<file path="src/rtl/ldfd_pkg.sv">
// shared types, codes and constants of the length-prefixed frame deframer
`default_nettype none

package ldfd_pkg;

    // header layout
    localparam int HDR_LEN   = 12;
    localparam int HDR_IDX_W = 4;
    localparam int LEN_W     = 21;
    localparam int CFG_W     = 32;
    localparam int CFG_IDX_W = 2;

    // default payload cap
    localparam logic [31:0] MAX_PAYLOAD_DEF = 32'd1048576;

    // register reset values
    localparam logic [31:0] MAGIC_RST   = 32'd0;
    localparam logic [15:0] VERSION_RST = 16'd1;

    // input command codes
    localparam logic CMD_DATA  = 1'b0;
    localparam logic CMD_CLOSE = 1'b1;

    // configuration register indexes
    localparam logic [CFG_IDX_W-1:0] CFG_MAGIC   = 2'd0;
    localparam logic [CFG_IDX_W-1:0] CFG_VERSION = 2'd1;
    localparam logic [CFG_IDX_W-1:0] CFG_MAX_LEN = 2'd2;

    // result status codes
    typedef enum logic [2:0] {
        ST_DATA    = 3'd0,
        ST_EMPTY   = 3'd1,
        ST_END     = 3'd2,
        ST_MAGIC   = 3'd3,
        ST_VERSION = 3'd4,
        ST_FLAGS   = 3'd5,
        ST_LONG    = 3'd6,
        ST_TRUNC   = 3'd7
    } t_status;

    // one result transaction
    typedef struct packed {
        t_status     status;
        logic [7:0]  payload_byte;
        logic        last;
    } t_result;

    // keep the low length bits and saturate at the cap
    function automatic logic [LEN_W-1:0] cap_payload(input logic [31:0] v,
                                                      input logic [31:0] lim);
        logic [LEN_W-1:0] low;
        low = v[LEN_W-1:0];
        if ({{(32-LEN_W){1'b0}}, low} > lim) begin
            return lim[LEN_W-1:0];
        end
        return low;
    endfunction

endpackage

`default_nettype wire

</file>
<file path="src/rtl/ldfd_core.sv">
// header collection, header checks, payload counting and config registers
`default_nettype none

module ldfd_core
    import ldfd_pkg::*;
#(
    parameter logic [31:0] MAX_PAYLOAD_BYTES = MAX_PAYLOAD_DEF
) (
    input  wire logic                 i_clk,
    input  wire logic                 i_rst_n,
    input  wire logic                 i_cfg_we,
    input  wire logic [CFG_IDX_W-1:0] i_cfg_index,
    input  wire logic [CFG_W-1:0]     i_cfg_data,
    input  wire logic                 i_fire,
    input  wire logic                 i_cmd,
    input  wire logic [7:0]           i_data_byte,
    output logic                      o_res_valid,
    output t_result                   o_res
);

    localparam logic [LEN_W-1:0] MAX_RST = cap_payload(MAX_PAYLOAD_BYTES, MAX_PAYLOAD_BYTES);
    localparam logic [HDR_IDX_W-1:0] LAST_IDX = HDR_IDX_W'(HDR_LEN - 1);

    typedef enum logic [1:0] {
        PH_HEADER  = 2'd0,
        PH_PAYLOAD = 2'd1,
        PH_DROP    = 2'd2
    } t_phase;

    // configuration registers
    logic [31:0]      r_magic;
    logic [15:0]      r_version;
    logic [LEN_W-1:0] r_max_len;

    // deframer state
    t_phase               r_phase, n_phase;
    logic [HDR_IDX_W-1:0] r_count, n_count;
    logic [LEN_W-1:0]     r_remain, n_remain;
    logic [7:0]           r_hdr [HDR_LEN-1];

    logic [HDR_IDX_W-1:0] hdr_idx;
    logic [31:0]          hdr_magic;
    logic [15:0]          hdr_version;
    logic [15:0]          hdr_flags;
    logic [31:0]          hdr_len;
    logic                 hdr_store_we;

    // header fields; the final length byte comes straight from the input
    assign hdr_magic   = {r_hdr[0], r_hdr[1], r_hdr[2], r_hdr[3]};
    assign hdr_version = {r_hdr[4], r_hdr[5]};
    assign hdr_flags   = {r_hdr[6], r_hdr[7]};
    assign hdr_len     = {r_hdr[8], r_hdr[9], r_hdr[10], i_data_byte};
    assign hdr_idx     = (r_count > LAST_IDX) ? '0 : r_count;

    // next state and result for the transaction in the input register
    always_comb begin
        n_phase             = r_phase;
        n_count             = r_count;
        n_remain            = r_remain;
        hdr_store_we        = 1'b0;
        o_res_valid         = 1'b0;
        o_res.status        = ST_DATA;
        o_res.payload_byte  = '0;
        o_res.last          = 1'b0;
        if (i_cmd == CMD_CLOSE) begin
            n_phase  = PH_HEADER;
            n_count  = '0;
            n_remain = '0;
            case (r_phase)
                PH_HEADER: begin
                    o_res_valid  = 1'b1;
                    o_res.status = (r_count == '0) ? ST_END : ST_TRUNC;
                end
                PH_PAYLOAD: begin
                    o_res_valid  = 1'b1;
                    o_res.status = ST_TRUNC;
                end
                default: begin
                    o_res_valid = 1'b0;
                end
            endcase
        end else begin
            case (r_phase)
                PH_HEADER: begin
                    if (hdr_idx != LAST_IDX) begin
                        hdr_store_we = 1'b1;
                        n_count      = hdr_idx + 1'b1;
                    end else begin
                        n_count     = '0;
                        o_res_valid = 1'b1;
                        if (hdr_magic != r_magic) begin
                            n_phase      = PH_DROP;
                            o_res.status = ST_MAGIC;
                        end else if (hdr_version != r_version) begin
                            n_phase      = PH_DROP;
                            o_res.status = ST_VERSION;
                        end else if (hdr_flags != '0) begin
                            n_phase      = PH_DROP;
                            o_res.status = ST_FLAGS;
                        end else if (hdr_len > {{(32-LEN_W){1'b0}}, r_max_len}) begin
                            n_phase      = PH_DROP;
                            o_res.status = ST_LONG;
                        end else if (hdr_len == '0) begin
                            o_res.status = ST_EMPTY;
                        end else begin
                            o_res_valid = 1'b0;
                            n_remain    = hdr_len[LEN_W-1:0];
                            n_phase     = PH_PAYLOAD;
                        end
                    end
                end
                PH_PAYLOAD: begin
                    o_res_valid        = 1'b1;
                    o_res.status       = ST_DATA;
                    o_res.payload_byte = i_data_byte;
                    if (r_remain <= LEN_W'(1)) begin
                        o_res.last = 1'b1;
                        n_remain   = '0;
                        n_phase    = PH_HEADER;
                        n_count    = '0;
                    end else begin
                        n_remain = r_remain - 1'b1;
                    end
                end
                default: begin
                    o_res_valid = 1'b0;
                end
            endcase
        end
    end

    // state register
    always_ff @(posedge i_clk) begin
        if (!i_rst_n) begin
            r_phase  <= PH_HEADER;
            r_count  <= '0;
            r_remain <= '0;
        end else if (i_fire) begin
            r_phase  <= n_phase;
            r_count  <= n_count;
            r_remain <= n_remain;
        end
    end

    // header byte store
    always_ff @(posedge i_clk) begin
        if (i_fire && hdr_store_we) begin
            r_hdr[hdr_idx] <= i_data_byte;
        end
    end

    // configuration writes
    always_ff @(posedge i_clk) begin
        if (!i_rst_n) begin
            r_magic   <= MAGIC_RST;
            r_version <= VERSION_RST;
            r_max_len <= MAX_RST;
        end else if (i_cfg_we) begin
            case (i_cfg_index)
                CFG_MAGIC:   r_magic   <= i_cfg_data;
                CFG_VERSION: r_version <= i_cfg_data[15:0];
                CFG_MAX_LEN: r_max_len <= cap_payload(i_cfg_data, MAX_PAYLOAD_BYTES);
                default: begin
                end
            endcase
        end
    end

endmodule

`default_nettype wire

</file>
<file path="src/rtl/ldfd_out_stage.sv">
// result register with valid and stall towards the receiver
`default_nettype none

module ldfd_out_stage
    import ldfd_pkg::*;
(
    input  wire logic     i_clk,
    input  wire logic     i_rst_n,
    input  wire logic     i_load,
    input  wire t_result  i_res,
    output logic          o_ready,
    output logic          o_out_valid,
    input  wire logic     i_out_stall,
    output t_status       o_status,
    output logic [7:0]    o_payload_byte,
    output logic          o_last
);

    logic    r_valid;
    t_result r_res;

    // the register takes a new result when empty or when its content leaves
    assign o_ready = !r_valid || !i_out_stall;

    always_ff @(posedge i_clk) begin
        if (!i_rst_n) begin
            r_valid <= 1'b0;
        end else if (o_ready) begin
            r_valid <= i_load;
        end
    end

    always_ff @(posedge i_clk) begin
        if (o_ready && i_load) begin
            r_res <= i_res;
        end
    end

    assign o_out_valid    = r_valid;
    assign o_status       = r_res.status;
    assign o_payload_byte = r_res.payload_byte;
    assign o_last         = r_res.last;

endmodule

`default_nettype wire

</file>
<file path="src/rtl/length_prefixed_frame_deframer_unit.sv">
// top level of the length-prefixed frame deframer
//
// Input channel: one transaction per received byte (i_cmd data) or per stream
// close (i_cmd close), on i_in_valid / o_in_stall. Output channel: status,
// payload byte and last flag on o_out_valid / i_out_stall. A transaction is
// moved at a clock edge with valid high and stall low.
// The block takes one transaction per cycle while the receiver does not stall.
// A transaction is judged in the input register against the header state; its
// result, if any, is loaded into the result register and leaves from there.
// The first eleven header bytes and bytes dropped after an error give no result.
// The twelfth header byte is checked in the same cycle it is processed.
// Configuration (magic, version, payload cap) is written through i_cfg_we,
// i_cfg_index, i_cfg_data; the user must write it only while no transaction is
// in flight, and the block itself does not enforce this.
// Synchronous reset (i_rst_n low) empties both registers, returns the block
// to header collection and restores the register defaults.
// While the receiver stalls with a result waiting, processing halts and
// o_in_stall rises once the input register is full; nothing is lost.
`default_nettype none

module length_prefixed_frame_deframer_unit
    import ldfd_pkg::*;
#(
    parameter logic [31:0] MAX_PAYLOAD_BYTES = MAX_PAYLOAD_DEF
) (
    input  wire logic                 i_clk,
    input  wire logic                 i_rst_n,
    input  wire logic                 i_cfg_we,
    input  wire logic [CFG_IDX_W-1:0] i_cfg_index,
    input  wire logic [CFG_W-1:0]     i_cfg_data,
    input  wire logic                 i_in_valid,
    output logic                      o_in_stall,
    input  wire logic                 i_cmd,
    input  wire logic [7:0]           i_data_byte,
    output logic                      o_out_valid,
    input  wire logic                 i_out_stall,
    output logic [2:0]                o_status,
    output logic [7:0]                o_payload_byte,
    output logic                      o_last
);

    logic       r_in_valid;
    logic       r_cmd;
    logic [7:0] r_data_byte;
    logic       out_ready;
    logic       fire;
    logic       in_accept;
    logic       res_valid;
    t_result    res;
    t_status    out_status;

    // input register advances when the result register can take its outcome
    assign fire       = r_in_valid && out_ready;
    assign o_in_stall = r_in_valid && !out_ready;
    assign in_accept  = i_in_valid && !o_in_stall;

    always_ff @(posedge i_clk) begin
        if (!i_rst_n) begin
            r_in_valid <= 1'b0;
        end else if (in_accept) begin
            r_in_valid <= 1'b1;
        end else if (fire) begin
            r_in_valid <= 1'b0;
        end
    end

    always_ff @(posedge i_clk) begin
        if (in_accept) begin
            r_cmd       <= i_cmd;
            r_data_byte <= i_data_byte;
        end
    end

    // header checks and payload tracking
    ldfd_core #(
        .MAX_PAYLOAD_BYTES (MAX_PAYLOAD_BYTES)
    ) u_core (
        .i_clk       (i_clk),
        .i_rst_n     (i_rst_n),
        .i_cfg_we    (i_cfg_we),
        .i_cfg_index (i_cfg_index),
        .i_cfg_data  (i_cfg_data),
        .i_fire      (fire),
        .i_cmd       (r_cmd),
        .i_data_byte (r_data_byte),
        .o_res_valid (res_valid),
        .o_res       (res)
    );

    // result register
    ldfd_out_stage u_out (
        .i_clk          (i_clk),
        .i_rst_n        (i_rst_n),
        .i_load         (fire && res_valid),
        .i_res          (res),
        .o_ready        (out_ready),
        .o_out_valid    (o_out_valid),
        .i_out_stall    (i_out_stall),
        .o_status       (out_status),
        .o_payload_byte (o_payload_byte),
        .o_last         (o_last)
    );

    assign o_status = out_status;

endmodule

`default_nettype wire

</file>
<file path="config.mk">
export PLATFORM = sky130hd
export DESIGN_NAME = length_prefixed_frame_deframer_unit
export DESIGN_NICKNAME = d
export VERILOG_FILES = /design/src/rtl/ldfd_pkg.sv /design/src/rtl/ldfd_core.sv /design/src/rtl/ldfd_out_stage.sv /design/src/rtl/length_prefixed_frame_deframer_unit.sv
export SDC_FILE = /design/constraint.sdc
export NUM_CORES = 1
export LEC_CHECK = 0
export ABC_AREA = 1
export BUFFER_PORTS_ARGS = -buffer_cell sky130_fd_sc_hd__clkbuf_2
export CORE_MARGIN = 1
export CORE_UTILIZATION = 61
export DETAILED_ROUTE_END_ITERATION = 6
export GPL_ROUTABILITY_DRIVEN = 0
export PLACE_DENSITY = 0.8
export SKIP_LAST_GASP = 1
export SYNTH_ARGS = -nofsm -noshare
export SYNTH_HDL_FRONTEND = slang
export SYNTH_SLANG_ARGS = --single-unit
</file>
<file path="constraint.sdc">
create_clock -name i_clk -period 3.82 [get_ports i_clk]
set_clock_uncertainty 0.15 [all_clocks]
set_input_delay 0.382 -clock i_clk [delete_from_list [all_inputs] [get_ports i_clk]]
set_output_delay 0.382 -clock i_clk [all_outputs]
set_load 0.02 [all_outputs]
</file>
### Yosys cells after proc, flatten, opt, wreduce, memory -nomap -nowiden

Memory sizes are Yosys's and may differ from the RTL's.
Index checks and enable logic that the tools add are counted.

* flip-flop bits (word level): 119
* bits in writable memories: 88
* input port bits: 48
* output and inout port bits: 14
* logic and storage cells: 117
* memories: 1

Memories
* u_core.r_hdr: depth 11, bits a word 8, read ports 11, clocked after memory_dff 0, wr ports 1, RTL line ldfd_core.sv:39 `logic [7:0] r_hdr [HDR_LEN-1];`

* add/subtract/negate cells: 2
* $lt $le $gt $ge: 4
* eq/ne operators: 14
* mux-type cells: 56
* bitwise gates (word level): 1
* reductions and logical operators: 26

Operators by type and width (count)
* 21-bit two-way mux: 10
* 21-bit case mux with 2 select lines: 1
* 32-bit by 21-bit > comparator with 1-bit output: 1
* 32-bit logical NOT: 1
* 32-bit != test: 1
* 3-bit two-way mux: 8
* 21-bit > comparator, second input constant: 1
* 21-bit by 1-bit less-or-equal comparator with 1-bit output, second input constant: 1
* 1-bit two-way mux: 21
* 21-bit by 1-bit subtractor with 21-bit output, second input constant: 1
* 3-bit != test, second input constant: 6
* 2-bit two-way mux: 8
* 4-bit two-way mux: 4
* 16-bit != test: 1
* 16-bit nonzero test: 1
* 4-bit case mux with 2 select lines: 1
* 8-bit AND reduction: 1
* 7-bit by 3-bit != test with 1-bit output, second input constant: 1
* 1-bit logical AND: 6
* 3-bit case mux with 2 select lines: 1
* 2-bit AND reduction: 3
* 5-bit AND reduction: 1
* 4-bit by 1-bit adder with 4-bit output, second input constant: 1
* 2-bit by 1-bit equality test with 1-bit output, second input constant: 2
* 15 further kinds: 20

### Depth between registers and ports, before layout

Gate-level depths: netlist (run 1).
An unclocked memory read counts as a cell.

* depth after elaboration: 12
* depth in mapped cells: 21

### Cells and area by module

Synthesis (run 1) repeated with hierarchy kept, for this count alone.

* cells, all modules: 1048
* area, all modules: 9549.2 um2

Modules (own cells, without submodules)
* ldfd_core: instances 1, cells an instance 1009, area each 8803.4 um2
* ldfd_out_stage: instances 1, cells an instance 18, area each 407.9 um2
* length_prefixed_frame_deframer_unit: instances 1, cells an instance 21, area each 337.8 um2

### Worst setup path after synthesis (run 1)

No wires, ideal clock.

* kind: register -> register
* start: register u_core.r_count[2]
* end: memory u_core.r_hdr[3][0], enable pin
* arrival time: 2.138 ns
* required time: 3.287 ns
* path slack: 1.149 ns
* stages on the path, launching flop included: 11
* path buffers: 0
* clock period less this slack: 2.671 ns
* cell sequence: dfxtp_1 -> ha_1 -> nor2_1 -> ha_1 -> nand2_1 -> inv_1 -> nor2_1 -> inv_1 -> nor2_1 -> inv_1 -> nor3_1

* longest elaborated chain between the ends: 9

RTL lines
* start: declaration: RTL line ldfd_core.sv:37 `logic [HDR_IDX_W-1:0] r_count, n_count;`
* start signal: assignment: RTL line ldfd_core.sv:140 `r_count <= n_count;`
* 4-bit > comparator: RTL line ldfd_core.sv:53 `assign hdr_idx = (r_count > LAST_IDX) ? '0 : r_count;`
* 4-bit two-way mux (*): RTL line ldfd_core.sv:53
* 4-bit != test: RTL line ldfd_core.sv:85 `if (hdr_idx != LAST_IDX) begin`
* 1-bit two-way mux: RTL line ldfd_core.sv:85
* 1-bit two-way mux: RTL line ldfd_core.sv:83 `case (r_phase)`
* 1-bit two-way mux: RTL line ldfd_core.sv:65 `if (i_cmd == CMD_CLOSE) begin`
* 1-bit logical AND: RTL line ldfd_core.sv:147 `if (i_fire && hdr_store_we) begin`
* 1-bit two-way mux: RTL line ldfd_core.sv:147
* 1-bit two-way mux (not written as such): RTL line ldfd_core.sv:148 `r_hdr[hdr_idx] <= i_data_byte;`
* end: declaration: RTL line ldfd_core.sv:39

Every way passes the cells marked *; elsewhere a longest branch is shown, timed or not.

### Worst setup path in the final report (run 1)

* start: register r_data_byte[1]
* end: register u_out.r_res, in the netlist u_out.o_last, enable pin

* longest elaborated chain between the ends: 11
* elaborated cells on any way between the ends: 12
* those cells by class: 1 x order compare; 8 x mux; 3 x reduce/logical

RTL lines
* start: declaration: RTL line length_prefixed_frame_deframer_unit.sv:44 `logic [7:0] r_data_byte;`
* start signal: assignment: RTL line length_prefixed_frame_deframer_unit.sv:70 `r_data_byte <= i_data_byte;`
* parallel branches: the longest is 2 deep, another holds 32-bit by 21-bit > comparator with 1-bit output
* 1-bit two-way mux (*): RTL line ldfd_core.sv:100 `end else if (hdr_len > {{(32-LEN_W){1'b0}}, r_max_len}) begin`
* 1-bit two-way mux (*): RTL line ldfd_core.sv:97 `end else if (hdr_flags != '0) begin`
* 1-bit two-way mux (*): RTL line ldfd_core.sv:94 `end else if (hdr_version != r_version) begin`
* 1-bit two-way mux (*): RTL line ldfd_core.sv:91 `if (hdr_magic != r_magic) begin`
* 1-bit two-way mux (*): RTL line ldfd_core.sv:85
* 1-bit case mux with 2 select lines (*): RTL line ldfd_core.sv:83
* 1-bit two-way mux (*): RTL line ldfd_core.sv:65
* 1-bit logical AND (*): RTL line length_prefixed_frame_deframer_unit.sv:94 `.i_load (fire && res_valid),`
* 1-bit logical AND (*): RTL line ldfd_out_stage.sv:34 `if (o_ready && i_load) begin`
* end signal: assignment: RTL line ldfd_out_stage.sv:35 `r_res <= i_res;`
* end: declaration: RTL line ldfd_out_stage.sv:20 `t_result r_res;`

Every way passes the cells marked *.
A chain may end at the register's enable or synchronous reset.

==> results.md, run 1 <==
- Status: finished clean
- Pre-antenna DRT Iters: 5
- Sequential Power Share: 0.454
- Vias: 7508
- Met3 routed wirelength: 1.96 mm
- HP Class: input port to flip-flop
- P&R area growth vs syn: 15.8%
- Post-Synthesis Cells: 1028
- Sw Pwr: 0.00127 W
- Unrepaired setup endpoints after global routing: no
- Ys flop type: edfxtp_1
- Fin. max-slew vios: 0
- Flop and latch count out of synthesis: 207
- Htree depth: 1
- Wl on met1: 9.66 mm
- Pwr dens: 493 mW/mm^2
- Critical path class: flip-flop to flip-flop
- Filler cells: 1062
- Fraction of layout cells with a size suffix above 1: 0.133
- Grt total ovfl: 0
- CTS Buffer Depth: 3
- Power share of the clock group: 0.444
- Top-count cell post-synth: nor2_1
- Largest net degree at the start of global routing: 59
- Comb pwr share: 0.101
- Critical path required time: 3810 ps
- Core ar.: 0.0152 mm^2
- Critical-path maximum fanout: 14
- Total power: 0.00542 W
- Fin crit share: 0.777
- Final hold viol count: 0
- Unique masters post-synth: 43
- Setup TNS: 0 ps
- WL met2: 10.9 mm
- Cts bufs inserted: 22
- Synth Net Count: 1109
- Initial core utilization: 0.625
- Ant. Diodes: 0
- Data arrival, critical path: 2960 ps
- Chip height: 127 um
- Crit path capture type: flip-flop
- Initial antenna violation count: 0
- Slew margin rel.: 0.301
- Worst Tran Pin Value: 1050 ps
- Switching Fraction: 0.234
- Iter 0 DRT Violations: 743
- Asr flop ratio synth: 0
- Final cell area excluding filler cells: 0.0110 mm^2
- Chip width: 127 um
- Largest cells by area after synthesis: edfxtp_1, dfxtp_1, nor2_1, nand2_1, ha_1
- Post-cts repair resize count: 0
- Yosys warns: 0
- FF-to-FF setup slack: 850 ps
- Yosys top cell by area: edfxtp_1
- Post-synth EDFFs: 109
- Commonest cells in the netlist: nor2_1, nand2_1, edfxtp_1
- Startpoint Class: flip-flop
- Final ANT Viol Nets: 0
- Leak Pwr: 4.47 nW
- Row count: 45
- Residual DRC: 0
- Mapped Avg Cell Area: 9.25 um^2
- DR vias/cell: 5.70
- Int Pwr: 0.00415 W
- DR top layer: met4
- Ports: 62
- Total GRT Usage: 0.295
- IO Port Bufs: 61
- Area share of the largest cell type after synthesis: 0.344
- Clock slew at reported path FFs: 60 ps
- Final setup viols: 0
- CTS tree: yes
- Routed len/inst: 17.7 um
- Clk_lat worst skew: 500 ps
- Final WL: 23.4 mm
- First-pass GRT wire length: 36.5 mm
- Synth Cell Area: 0.00951 mm^2
- Max cap viols: 0
- Clk sinks: 207
- FMAX: 0.337 GHz
- Root Driver: clkbuf_16
- Detailed placer's ending HPWL: 15.3 mm
- Final-stage net count: 1195
- Vias in the first global route: 6984
- VDD IR max: 0.337 mV
- Cell Area, Placed: 0.00997 mm^2
- Sequential share of the synthesized area: 0.551
- Area of the die: 0.0161 mm^2
- Minimum clock period: 2970 ps
per-layer routing:
metal | vias to the layer above | GRT usage
met2 | 378 | 0.479
met1 | 3501 | 0.395
met3 | 57 | 0.0413
met4 | 0 | 0.131
li1 | 3572 | -
met5 | - | 0
power by group through the flow:
stage | clock network [W] | registers [W] | logic (W)
after floorplan | 0 | 0.00251 | 0.000375
after global placement | 0 | 0.00251 | 0.000509
after detailed placement | 0 | 0.00251 | 0.000520
after CTS | 0.00243 | 0.00246 | 0.000544
after global routing | 0.00250 | 0.00247 | 0.000611
final | 0.00241 | 0.00246 | 0.000549
cells by family (layout without fill, tap and decap cells):
family | count (synthesis) | after routing | synth area share
buf+inv | 127 | 229 | 0.0567
compound gates | 151 | 151 | 0.0913
simple gates | 452 | 452 | 0.205
xor+xnor | 58 | 58 | 0.0534
flops | 207 | 207 | 0.551
fa+ha+maj | 33 | 33 | 0.0434
flip-flops by register name, summed over array words and instances (netlist names):
signal and cells:
u_out.o_payload_byte 8, u_core.r_max_len 21, u_core.r_count 4, r_cmd 1
u_out.o_status 3, u_out.o_last 1, u_core.r_hdr 88, u_core.r_version 16
u_core.r_remain 21, r_data_byte 8, u_core.r_phase 2, u_out.o_out_valid 1
r_in_valid 1, u_core.r_magic 32
through the flow:
stage | hold slack, ps | worst slack, ps | util | cells
final | 23.3 | 851 | 0.724 | 1318
after global routing | 41.9 | 694 | 0.724 | 1318
after CTS | 12.0 | 908 | 0.724 | 1318
after detailed placement | 317 | 934 | 0.656 | 1257
after global placement | 309 | 1070 | 0.656 | 1257
after floorplan | 290 | 1150 | - | 1028
placed cells by master, fill, tap and decap left out, drive strengths merged:
cell         instances
or4                  1
clkbuf              89
dlygate4sd3         21
dfxtp               98
a32oi                1
nor3                11
xor2                23
o21ai               46
buf                 14
nor2               218
nand4                9
a22oi               12
inv                 93
nand3b               2
bufinv               6
nand3               36
a211oi              22
clkinvlp             2
nand2              164
a21oi               64
or2                  3
a31oi                1
ha                  33
a31o                 1
o211ai               2
nor3b                1
xnor2               35
o41ai                1
edfxtp             109
clkinv               4
a21o                 1
nor4                 7
layout make-up:
| type | instances | area [um^2] | share of cell area |
|---|---|---|---|
| clock buffer | 28 | 614 | 0.0558 |
| tap | 188 | 235 | 0.0214 |
| timing repair buffer | 96 | 621 | 0.0564 |
| multi-input combinational | 694 | 3740 | 0.340 |
| inverter | 93 | 354 | 0.0322 |
| clock inverter | 12 | 213 | 0.0193 |
| sequential | 207 | 5240 | 0.475 |
worst paths after layout:
check | cells after the start | startpoint | end
max | 17 | r_data_byte[1] | u_out.o_last
min | 3 | i_cfg_data[0] | u_core.r_max_len[0]
max reg2reg | 17 | r_data_byte[1] | u_out.o_last
min reg2reg | 2 | u_core.r_magic[3] | u_core.r_magic[3]
critical path, cell delays in order (launching register included):
cell and delay (ps):
edfxtp_1 660, ha_1 430, nand2_1 60, nand2_1 60
nand2_1 50, nand2_1 50, nand2_1 40, nand2_1 60
nand2_1 50, nand2_1 50, nand2_1 60, nand2_2 100
nand2_4 90, nand3_4 80, nand2_1 70, nand2_1 70
nand2_1 70, inv_1 410
timing repair:
action | CTS | global route
hold buffers | 21 | 0
buffers inserted | 0 | 0
endpoints found under the hold margin | 21 | 0
No activity file was read; power rests on OpenSTA's default activity.
==> run 2, diff against run 1 <==
--- a/config.mk
+++ b/config.mk
@@ -8,10 +8,10 @@
 export ABC_AREA = 1
 export BUFFER_PORTS_ARGS = -buffer_cell sky130_fd_sc_hd__clkbuf_2
 export CORE_MARGIN = 1
-export CORE_UTILIZATION = 61
+export CORE_UTILIZATION = 55
 export DETAILED_ROUTE_END_ITERATION = 6
 export GPL_ROUTABILITY_DRIVEN = 0
-export PLACE_DENSITY = 0.8
+export PLACE_DENSITY = 0.76
 export SKIP_LAST_GASP = 1
 export SYNTH_ARGS = -nofsm -noshare
 export SYNTH_HDL_FRONTEND = slang
==> constraint.sdc (replaced) <==
create_clock -name i_clk -period 2.5 [get_ports i_clk]
set_clock_uncertainty 0.15 [all_clocks]
set_input_delay 0.25 -clock i_clk [delete_from_list [all_inputs] [get_ports i_clk]]
set_output_delay 0.25 -clock i_clk [all_outputs]
set_load 0.02 [all_outputs]
==> run 2 against run 1 <==
Against the previous run:
- final cell count is 7.7% higher
- worst setup slack worse by 780 ps
- clock-buffer cell count is 4 higher
- routed wire length is 3.6% higher
- via count is 2.8% higher
- cell area is 5.0% higher
- sequential share of layout area is 2.3 points lower
==> results.md, run 2 (synthesis gave the netlist of run 1 again) <==
- Root Driver: clkbuf_16
- Initial core utilization: 0.567
- Clk sinks: 207
- Max reg flops: 88
- Area of the die: 0.0178 mm^2
- Reg with most FFs: u_core.r_hdr
- Iter 0 DRT Violations: 593
- Data arrival, critical path: 2540 ps
- Final setup viols: 0
- VDD IR max: 0.607 mV
- Fraction of layout cells with a size suffix above 1: 0.168
- FF-to-FF path depth: 14
- Routed len/inst: 17.1 um
- Residual DRC: 0
- First-pass GRT wire length: 38.3 mm
- Final ANT Viol Nets: 0
- Crit path capture type: flip-flop
- Final WL: 24.2 mm
- Status: finished clean
- Vias in the first global route: 7369
- Grt total ovfl: 0
- Slew margin rel.: 0.291
- Core ar.: 0.0168 mm^2
- P&R area growth vs syn: 21.6%
- Htree depth: 1
- Total power: 0.00782 W
- Fin crit share: 0.970
- Final-stage net count: 1264
- Final core utilization: 0.690
- Minimum clock period: 2430 ps
- R2r startpoint: u_core.r_hdr[9][1]
- DR vias/cell: 5.44
- Biggest regs: u_core.r_hdr: 88 flops, u_core.r_magic: 32 flops
- Ant. Diodes: 0
- Startpoint Class: flip-flop
- Ports: 62
- Max cap viols: 0
- CTS Buffer Depth: 3
- Pre-antenna DRT Iters: 6
- Pwr dens: 676 mW/mm^2
- Reg2reg end: u_out.o_payload_byte[2]
- Commonest non-fill, non-tap cell in the layout: nor2_1
- Critical path class: flip-flop to flip-flop
- Critical path required time: 2620 ps
- Clock slew at reported path FFs: 60 ps
- Vias: 7717
- Commonest cells after routing, fill and taps aside: nor2_1, nand2_1, edfxtp_1, dfxtp_1, inv_1
- FMAX: 0.412 GHz
- Hold depth: 3
- Layout Cells excl Fill: 1419
- Hold path startpoint: i_cfg_we
- Worst Tran Pin Value: 1060 ps
- Chip height: 133 um
- Cts bufs inserted: 22
- WHS Endpoint: u_core.r_version[0]
- Fin. max-slew vios: 0
- Leak Pwr: 4.73 nW
- Total GRT Usage: 0.278
- HP Class: input port to flip-flop
- Critical-path maximum fanout: 12
- Largest net degree at the start of global routing: 59
- Dpl cells: 1333
- CTS tree: yes
- Final hold viol count: 0
- IO Port Bufs: 61
- FF-to-FF setup slack: 70 ps
- Clk_lat worst skew: 510 ps
- Initial antenna violation count: 0
- Row count: 47
- Detailed placer's ending HPWL: 16.2 mm
- Chip width: 133 um
-- run 2: changes by cell type in the layout (fill, tap and decap cells not counted), sizes merged --
| cell | delta |
|---|---|
| clkinv | +2 |
| buf | +46 |
| clkbuf | +4 |
| dlygate4sd3 | +23 |
| bufinv | -5 |
| inv | -1 |
-- run 2: repair_timing --
action / CTS / global route
endpoints found under the hold margin: 69 / 0
setup buffers: 1 / 1
pin swaps: 0 / 3
setup endpoints to repair: 44 / 112
gates cloned: 0 / 0
gates resized for setup: 4 / 10
hold buffers: 44 / 0
-- run 2: worst max-delay path, cell delays in order (launching register included) --
cell	delay (ps)
edfxtp_1	430
ha_1	340
nand2_1	80
inv_1	40
o21ai_1	170
a21oi_1	110
nor3_2	140
nand2_2	110
nand2_4	80
nand3_4	70
nand2_1	60
nand2_1	60
nand2_2	90
clkinvlp_4	100
buf_12	150
-- run 2: how the worst max path moves through the flow --
stage | from | depth (start not counted) | to
after floorplan | u_core.r_count[2] | 10 | u_core.r_hdr[3][0]
after global placement | r_data_byte[6] | 15 | u_out.o_payload_byte[0]
after detailed placement | r_data_byte[7] | 15 | u_out.o_payload_byte[0]
after CTS | u_core.r_count[2] | 11 | u_core.r_hdr[9][5]
after global routing | r_data_byte[7] | 16 | u_out.o_payload_byte[2]
final | u_core.r_hdr[9][1] | 14 | u_out.o_payload_byte[2]
-- run 2: final cells by class --
class	instances	area [um^2]
clock buffers	32	618
clock inverters	8	76.3
fillers	1273	5190
inverters	93	358
multi-input cells	694	3780
flip-flops and latches	207	5240
well taps	220	275
repair buffers	165	1220
-- run 2: metrics by stage --
step	TNS (ps)	hold slack [ps]	worst slack [ps]	cell area [um^2]
after detailed placement	-2600	289	-107	10400
after global placement	-588	288	-49.6	10400
after floorplan	-2740	199	-171	9510
after CTS	0	55.3	12.1	11500
after global routing	-61.0	124	-9.14	11600
final	0	68.8	74.1	11600
-- run 2: per-layer routing --
metal	global-route usage	part of all wire
met5	0	0
met2	0.464	0.48
met3	0.0457	0.067
met1	0.366	0.42
met4	0.100	0.033
-- run 2: where the power goes --
part	internal [W]	switching [W]	total (W)
combinational	0.000367	0.000567	0.000934
clock	0.00182	0.00130	0.00312
sequential	0.00368	0.0000743	0.00376
==> run 3, diff against run 2 <==
--- a/config.mk
+++ b/config.mk
@@ -5,13 +5,13 @@
 export SDC_FILE = /design/constraint.sdc
 export NUM_CORES = 1
 export LEC_CHECK = 0
-export ABC_AREA = 1
 export BUFFER_PORTS_ARGS = -buffer_cell sky130_fd_sc_hd__clkbuf_2
 export CORE_MARGIN = 1
-export CORE_UTILIZATION = 55
+export CORE_UTILIZATION = 54
 export DETAILED_ROUTE_END_ITERATION = 6
 export GPL_ROUTABILITY_DRIVEN = 0
-export PLACE_DENSITY = 0.76
+export PLACE_DENSITY = 0.75
+export SETUP_SLACK_MARGIN = 0.05
 export SKIP_LAST_GASP = 1
 export SYNTH_ARGS = -nofsm -noshare
 export SYNTH_HDL_FRONTEND = slang
==> run 3 against run 2 <==
Against the previous run:
- the flow now finishes with violations (setup timing)
- critical endpoint is now u_core.r_remain[3]
- power decreased by 4.4%
- non-clock buffer count is 37 higher
- die area down 2.6%
- worst setup slack lost 710 ps
==> results.md, run 3 <==
- Root Driver: clkbuf_16
- Final ANT Viol Nets: 0
- Routed len/inst: 20.0 um
- Ys flop type: edfxtp_1
- IO Port Bufs: 61
- CP top delay family: simple AND/OR/NAND/NOR gates
- Setup WS pre-CTS: -654 ps
- Worst Tran Pin Value: 729 ps
- Mapped Avg Cell Area: 10.5 um^2
- Slew margin rel.: 0.514
- CTS tree: yes
- Cell-by-cell trace of the critical path: ha_4, nand4_1, or4_4, or3_4, a211oi_2, o211ai_1, buf_4, buf_8, a221oi_2, a211oi_1
- Detailed placer's ending HPWL: 15.8 mm
- Final hold viol count: 0
- Chip height: 132 um
- Htree depth: 1
- Fin crit share: 1.25
- Filler cells: 1146
- Final-stage net count: 1138
- Critical path required time: 2730 ps
- Final Worst Setup Slack: -632 ps
- Startpoint Class: flip-flop
- Commonest cells in the netlist: nand2_1, edfxtp_1, dfxtp_1
- R2r startpoint: r_data_byte[7]
- Largest net degree at the start of global routing: 68
- Area share of the largest cell type after synthesis: 0.360
- Iter 0 DRT Violations: 586
- Grt total ovfl: 0
- Total GRT Usage: 0.294
- P&R area growth vs syn: 31.8%
- Row count: 47
- Vias in the first global route: 7362
- Unique masters post-synth: 52
- Hold depth: 3
- Reg with most FFs: u_core.r_hdr
- CTS Buffer Depth: 3
- Final WL: 25.8 mm
- Xor and xnor area share after synthesis: 0.0559
- Fraction of layout cells with a size suffix above 1: 0.251
- VDD IR max: 0.466 mV
- Synth Net Count: 947
- Max cap viols: 0
- Clk_lat worst skew: 510 ps
- Fin. max-slew vios: 0
- HP Class: input port to flip-flop
- Sequential Power Share: 0.495
- CP max-delay cell: or4_4
- Reg2reg end: u_core.r_remain[3]
- Ant. Diodes: 0
- Flop and latch count out of synthesis: 207
- Hold path startpoint: i_out_stall
- Data arrival, critical path: 3360 ps
- Crit path buf inv count: 2
- Sequential share of the synthesized area: 0.576
- Post-Synth Adder-Cell Area: 0.0454
- Max reg flops: 88
- Commonest non-fill, non-tap cell in the layout: nand2_1
- Mux share of post-synthesis cell area: 0
- Largest cells by area after synthesis: edfxtp_1, dfxtp_1, nand2_1, xor2_1, a21oi_1
- Biggest regs: u_core.r_hdr: 88 flops, u_core.r_magic: 32 flops
- Int Pwr: 0.00570 W
- Comb pwr share: 0.091
- Status: complete, but fails checks
- Chip width: 132 um
- FF-to-FF setup slack: -630 ps
- DR vias/cell: 5.86
- Total power: 0.00747 W
- Leak Pwr: 4.57 nW
- Delay of the slowest critical-path stage: 510 ps
- Commonest cells after routing, fill and taps aside: nand2_1, edfxtp_1, dfxtp_1, buf_4, a21oi_1
- Post-Synthesis Cells: 866
- Unrepaired setup endpoints after global routing: yes
- Largest family of logic cells by synthesized area: simple AND/OR/NAND/NOR gates
- Initial antenna violation count: 0
- Top-count cell post-synth: nand2_1
- Area of the die: 0.0173 mm^2
- Switching Fraction: 0.237
- Clock slew at reported path FFs: 60 ps
- Clk sinks: 207
- FF-to-FF path depth: 10
- Crit path capture type: flip-flop
- FF+latch area: 0.00524 mm^2
- Critical path class: flip-flop to flip-flop
- Cts bufs inserted: 22
- Synth Cell Area: 0.00908 mm^2
- Residual DRC: 0
- Compound-Gate Fraction of Synth Area: 0.122
- Core ar.: 0.0165 mm^2
- First-pass GRT wire length: 39.6 mm
- Power share of the clock group: 0.414
- WHS Endpoint: u_out.o_out_valid
- Ports: 62
- Final setup viols: 39
- Sw Pwr: 0.00177 W
- Yosys warns: 0
- Failing checks: setup timing
- FMAX: 0.319 GHz
- Simple-gate share of the synthesized area: 0.166
- Multi-input logic area: 0.00396 mm^2
- Vias: 7572
- Pre-antenna DRT Iters: 5
- WP depth: 10
- Asr flop ratio synth: 0
- Minimum clock period: 3130 ps
- Yosys top cell by area: edfxtp_1
- Post-synth EDFFs: 109
- Critical-path maximum fanout: 8
- Setup TNS: -21620 ps
- Pwr dens: 624 mW/mm^2
- Initial core utilization: 0.550
[run 3: cell types whose count changed after synthesis, sizes merged, moves of 17 or more]
cell   before  now
inv        93   39
xor2       23   49
xnor2      35    9
nand2     164  139
o21ai      46   13
nor2      218   56
and3        0   17
nor4        7   37
nand3      36    9
a21oi      64   85
[run 3: how the worst max path moves through the flow]
stage,end,from
2_1_floorplan,u_out.o_last,r_data_byte[1]
3_3_place_gp,u_core.r_remain[19],u_core.r_hdr[10][7]
3_5_place_dp,u_core.r_remain[3],u_core.r_hdr[10][5]
4_1_cts,u_core.r_remain[19],r_data_byte[3]
5_1_grt,u_core.r_remain[3],r_data_byte[7]
6_report,u_core.r_remain[3],r_data_byte[7]
[run 3: routing by layer]
metal,up-vias,wire (um),GRT usage
met3,80,1870,0.0424
met5,-,0,0
met1,3622,10600,0.380
met2,359,12400,0.498
met4,0,991,0.114
li1,3511,-,-
[run 3: metrics by stage]
stage          utilization  hold slack, ps  cells  area [um^2]
6_report             0.724            18.4   1293        12000
3_3_place_gp         0.625             276   1187        10300
3_5_place_dp         0.625             281   1187        10300
5_1_grt              0.724            33.4   1293        12000
4_1_cts              0.708            9.66   1282        11700
2_1_floorplan            -             199    866         9170
[run 3: cells by family (layout without fill, tap and decap cells)]
logic type / Yosys count / in the layout
AOI/OAI and AO/OA: 174 / 175
and+or+nand+nor: 316 / 319
adders and majority gates: 33 / 33
buffers and inverters: 78 / 281
xor gates and xnor gates: 58 / 58
DFF: 207 / 207
[run 3: cell type report]
cell class	count	share of cell area
timing repair buffer	202	0.139
inverter	39	0.0122
clock buffer	31	0.0531
sequential	207	0.438
clock inverter	9	0.00418
multi-input combinational	585	0.331
tap	220	0.0230
[run 3: power groups by stage]
stage	logic, W	clock network (W)	registers, W
after floorplan	0.000307	0	0.00377
after CTS	0.000643	0.00312	0.00369
after global routing	0.000733	0.00324	0.00370
after global placement	0.000558	0	0.00376
final	0.000680	0.00310	0.00369
after detailed placement	0.000569	0	0.00376
[run 3: tightest hold or removal path, cell delays in order]
cell and delay [ps]:
clkbuf_2 80, nand2_1 180, a31oi_4 110
[run 3: what timing repair did]
action / CTS / global route
setup buffers: 9 / 11
resized for setup: 38 / 38
pin swaps: 33 / 24
hold buffers: 42 / 0
setup endpoints to repair: 103 / 119
endpoints found under the hold margin: 77 / 0
cloned: 5 / 1
